**config.mk**
```make
export PLATFORM = sky130hd
export DESIGN_NAME = aes_cbc_ram
export DESIGN_NICKNAME = d
export VERILOG_FILES = /design/src/rtl/core/aes_cbc_ram.sv
export SDC_FILE = /design/constraint.sdc
export NUM_CORES = 2
export LEC_CHECK = 0
export ABC_AREA = 1
export BUFFER_PORTS_ARGS = -buffer_cell sky130_fd_sc_hd__buf_4
export CORE_MARGIN = 1
export CORE_UTILIZATION = 45
export DETAILED_ROUTE_END_ITERATION = 6
export GPL_ROUTABILITY_DRIVEN = 1
export PLACE_DENSITY_LB_ADDON = 0.3
export SLEW_MARGIN = 20
export SYNTH_ARGS = -nofsm -noshare
export SYNTH_HDL_FRONTEND = slang
export SYNTH_SLANG_ARGS = --single-unit
```
**constraint.sdc**
```tcl
create_clock -name clk -period 7 [get_ports clk]
set_input_delay 0.35 -clock clk [delete_from_list [all_inputs] [get_ports clk]]
set_output_delay 0.35 -clock clk [all_outputs]
set_load 0.02 [all_outputs]
```
**src/rtl/core/aes_cbc_ram.sv**
```systemverilog
// Generic single-port-write, single-read RAM with registered read data.
// No dependencies.
module aes_cbc_ram #(
    parameter int WIDTH = 128,
    parameter int DEPTH = 15
) (
    input  logic                     clk,
    input  logic                     wr_en,
    input  logic [$clog2(DEPTH)-1:0] wr_addr,
    input  logic [WIDTH-1:0]         wr_data,
    input  logic [$clog2(DEPTH)-1:0] rd_addr,
    output logic [WIDTH-1:0]         rd_data
);
    logic [WIDTH-1:0] mem [DEPTH];

    always_ff @(posedge clk)
    begin
        if (wr_en)
            mem[wr_addr] <= wr_data;
        rd_data <= mem[rd_addr];
    end
endmodule

```
## Word level (Yosys, flattened, before mapping)

Memory sizes are Yosys's and may differ from the RTL's. A register that Yosys moved wholly into a read port is not among the register bits.
Index checks and enable logic that the tools add are counted.

| operators by class | value |
|---|---|
| add/subtract/negate cells | 0 |
| multipliers | 0 |
| order comparisons | 0 |
| muxes and demuxes | 2 |
| div/mod/pow operators | 0 |
| equality and inequality tests | 0 |
| shifts and indexed selects | 0 |
| reductions and logical operators | 0 |
| bitwise operators | 0 |

Operators with widths:

| kind | number |
|---|---|
| two-way mux 1 bit | 2 |

| word-level totals | value |
|---|---|
| output and inout port bits | 128 |
| flip-flop bits (word level) | 0 |
| memories | 1 |
| logic and storage cells | 3 |
| memory bits (writable) | 1920 |
| bits in latches | 0 |
| ROM bits | 0 |
| input bits | 138 |

Memory list:

| name | words | width | read ports | clocked after memory_dff | write ports | RTL line | source |
|---|---|---|---|---|---|---|---|
| mem | 15 | 128 | 1 | 1 | 1 | 14 | `logic [WIDTH-1:0] mem [DEPTH];` |

## Logic depth before layout (Yosys ltp)

| depth | value |
|---|---|
| word-level depth | 2 |
| mapped depth | 11 |
| mapped depth without buffers | 8 |

## Least setup slack after synthesis

No wires, ideal clock.

| timing | value |
|---|---|
| kind | input to register |
| start | input port wr_addr[2] |
| end | memory mem[10][0] (enable) |
| data required time | 6.383 ns |
| setup slack | 0.499 ns |
| data arrival time | 5.884 ns |
| cell stages on the path | 2 |
| library setup time | 0.617 ns |
| buffers on the path | 0 |
| cells stage by stage | nand3b_1 nor2_1 |

RTL lines:

| element | RTL line | source |
|---|---|---|
| from (decl) | 9 | `input logic [$clog2(DEPTH)-1:0] wr_addr,` |
| to (decl) | 14 |  |

Straight into the memory's write port.

==> summary.txt <==
Global route
  • Overflow left after global routing: 0
  • Wire length of the first global-routing pass: 303 mm
  • Number of antenna violations at the first check in global routing: 26
  • All-Layer GR Usage: 22.1%
  • Vias in the first global route: 49.3k
  • Maximum number of pins on one net before global-route repair: 262

Detailed routing
  • DRC errors left: 0
  • Total wire length: 202 mm
  • Detailed Routing Iterations Pass 1: 6
  • Count of nets left with antenna violations after detail routing: 0
  • Via density: 5.21
  • Drt initial violations: 4588
  • Vias: 51.2k
  • Wire length per cell: 20.6 um

Placement
  • DP HPWL: 93.3 mm
  • Worst setup slack after placement: 3.64 ns
  • IO Port Bufs: 265
  • Placer congestion estimate: 0.741
  • Post-Place Cells: 9291

Synth
  • Syn_area_per_cell: 11.6 um2
  • Number of library cell types mapped by synthesis: 18
  • Cell type with the highest aggregate area in the netlist: sky130_fd_sc_hd__edfxtp_1
  • Share of the yosys chip area belonging to registers: 74.5%
  • Summed instance area of the synthesized netlist: 0.0809 mm2
  • Count of warnings emitted by yosys: 0
  • Synthesized instance count: 6999
  • Share of Yosys cell area claimed by the top area cell type: 71.3%
  • Register bit count reported by yosys: 2048
  • Net count of the mapped netlist: 7137
  • Main area contributors after synthesis: sky130_fd_sc_hd__edfxtp_1, sky130_fd_sc_hd__nand2_1, sky130_fd_sc_hd__nand3_1, sky130_fd_sc_hd__dfxtp_1, sky130_fd_sc_hd__inv_1

Hold path
  • Class of the tightest hold or removal check: primary input to register

Layout
  • Leading cell type in the layout, fill and taps excluded: sky130_fd_sc_hd__nand2_1
  • Most used cells in the layout excluding fill and tap cells: sky130_fd_sc_hd__nand2_1, sky130_fd_sc_hd__edfxtp_1, sky130_fd_sc_hd__nand3_1
  • Area added between synthesis and finish: 14.7%
  • Final standard cell utilization of the core: 52.0%
  • Fraction of final layout cells sized beyond drive strength 1: 8.94%
  • Filler cell count: 15.0k
  • Post-route insts no fill: 9814
  • NumNets Final: 7409

Clock tree
  • TritonCTS clock tree: done
  • Depth of the CTS H-tree: 4
  • Maximum clock insertion buffer count: 3
  • Number of clock buffers inserted by TritonCTS: 205
  • Latest clock arrival within the worst-skew pair: 0.84 ns
  • Clock sinks: 2048
  • Root Buffer Master: sky130_fd_sc_hd__clkbuf_16
  • Postcts setup bufs: 0
  • Clock-pin transition on the worst setup and hold timing paths: 0.06 ns

Power and ir drop
  • Max VDD drop: 202 uV
  • Share of power burned in the clock network: 41.0%
  • Flop pwr share: 52.5%
  • Power share of the combinational group: 6.5%
  • Leakage Power: 35.8 nW
  • Switching power total: 5.85 mW
  • Pwr per Cell Area: 284 mW/mm2
  • Net switching share of the total power: 22.2%
  • Internal power contribution: 20.5 mW

Timing
  • Max Clock Skew: 0.0252 ns
  • Max Transition Viols Final: 0
  • Final worst-path setup slack: 4.46 ns
  • Final hold violation count: 0
  • Achievable Freq: 0.394 GHz
  • Final period util: 36.2%
  • RSZ-0062 raised after global routing: false
  • Final min period: 2.54 ns
  • Pin slew with the least headroom to its limit: 1.17 ns
  • Final-layout setup total negative slack: 0 ns
  • Count of endpoints failing setup in the final report: 0
  • Relative max-transition margin: 21.7%

Worst setup path
  • Critical path fanouts, max: 92
  • Arrival @ worst endpoint: 3.25 ns
  • Slowest cell delay on critical path: 0.81 ns
  • Slowest library cell on the worst path: sky130_fd_sc_hd__buf_4
  • Critical path start-end classification: primary input to register
  • Category of the worst setup path launch point: primary input
  • Cell Chain, Critical Path: buf_8, buf_4, buf_4, o21ai_0, nand2_1, nand3_1, nand3_1, nand2_1
  • Required time of the worst setup path: 7.71 ns
  • Worst Setup End Kind: register

Floorplanning
  • Number of ports placed on the die boundary: 266
  • Die X-Extent: 426 um
  • Starting density of the core: 45.3%
  • Die ar.: 0.181 mm2
  • Overall die height: 426 um
  • Core outline area: 0.178 mm2
  • Site row count: 155

Job
  • Max capacitance violation total: 0

Run status
  • Result of the run: finished clean
power groups by stage:
stage                     combinational (mW)  clock [mW]  sequential, mW
after floorplan                        0.869           0            14.2
after global placement                  1.62           0            14.1
after detailed placement                1.64           0            14.1
after CTS                               1.72        11.0            13.8
after global routing                    1.89        11.4            13.8
final                                   1.71        10.8            13.8
Yosys cell counts:
library cell	n
sky130_fd_sc_hd__nor2_1	242
sky130_fd_sc_hd__buf_2	242
sky130_fd_sc_hd__nand2_1	2771
sky130_fd_sc_hd__inv_1	334
sky130_fd_sc_hd__inv_2	2
sky130_fd_sc_hd__dfxtp_1	128
sky130_fd_sc_hd__inv_4	1
sky130_fd_sc_hd__nand3_1	1176
sky130_fd_sc_hd__buf_6	7
sky130_fd_sc_hd__o21ai_1	1
sky130_fd_sc_hd__buf_8	1
sky130_fd_sc_hd__o21ai_0	6
sky130_fd_sc_hd__nand3b_1	2
sky130_fd_sc_hd__buf_4	39
sky130_fd_sc_hd__edfxtp_1	1920
sky130_fd_sc_hd__clkbuf_1	75
sky130_fd_sc_hd__or2_2	20
sky130_fd_sc_hd__buf_1	32
through the flow:
step,hold slack (ns),power (mW),cell area (um2)
CTS,0.0331,26.5,92700
global placement,0.580,15.7,84700
detailed placement,0.574,15.7,84700
finish,0.0866,26.3,92700
global route,0.0893,27.2,92700
floorplan,0.449,15.0,80900
metal layers:
metal	routed length (um)	up-vias	GRT usage (%)
li1	-	24200	-
met1	87400	24800	30.5
met2	95200	1774	35.9
met3	14100	364	3.61
met4	5270	32	6.66
met5	201	-	0
final cells by class:
cell class | count | area (um2) | share of cell area [%]
diodes | 10 | 25.0 | 0.0270
clock buffers | 313 | 5970 | 6.44
clock inverters | 72 | 707 | 0.763
inverters | 337 | 1300 | 1.41
multi-input cells | 4218 | 17500 | 18.9
flip-flops and latches | 2048 | 60200 | 65.0
well taps | 2355 | 2950 | 3.18
repair buffers | 461 | 4050 | 4.37
worst max-delay path, delay by kind of cell:
family / cells / cell delay [ns]
AO/OA/AOI/OAI: 1 / 0.23
buffers and inverters: 3 / 2.05
AND/OR/NAND/NOR: 4 / 0.37
repair_timing:
item	CTS	global route
hold endpoints to repair	1920	0
gates resized for setup	0	0
hold buffers	128	0
state kept, by name, indices dropped and copies added (netlist names):
signal	cells
mem	1920
rd_data	128
final timing paths:
| check | startpoint | end | slack [ns] | cells after the start |
|---|---|---|---|---|
| max reg2reg | mem[5][63] | rd_data[63] | 5.84 | 6 |
| min | rd_addr[2] | rd_data[80] | 0.09 | 5 |
| min reg2reg | mem[14][94] | rd_data[94] | 0.59 | 4 |
| max | rd_addr[0] | rd_data[62] | 4.46 | 8 |
cell families after synthesis:
family                 synth area share (%)
AND/OR/NAND/NOR                        21.4
flip-flops                             74.5
buffers and inverters                  4.04
AO/OA/AOI/OAI                        0.0433
(Power assumes the default switching activity.)
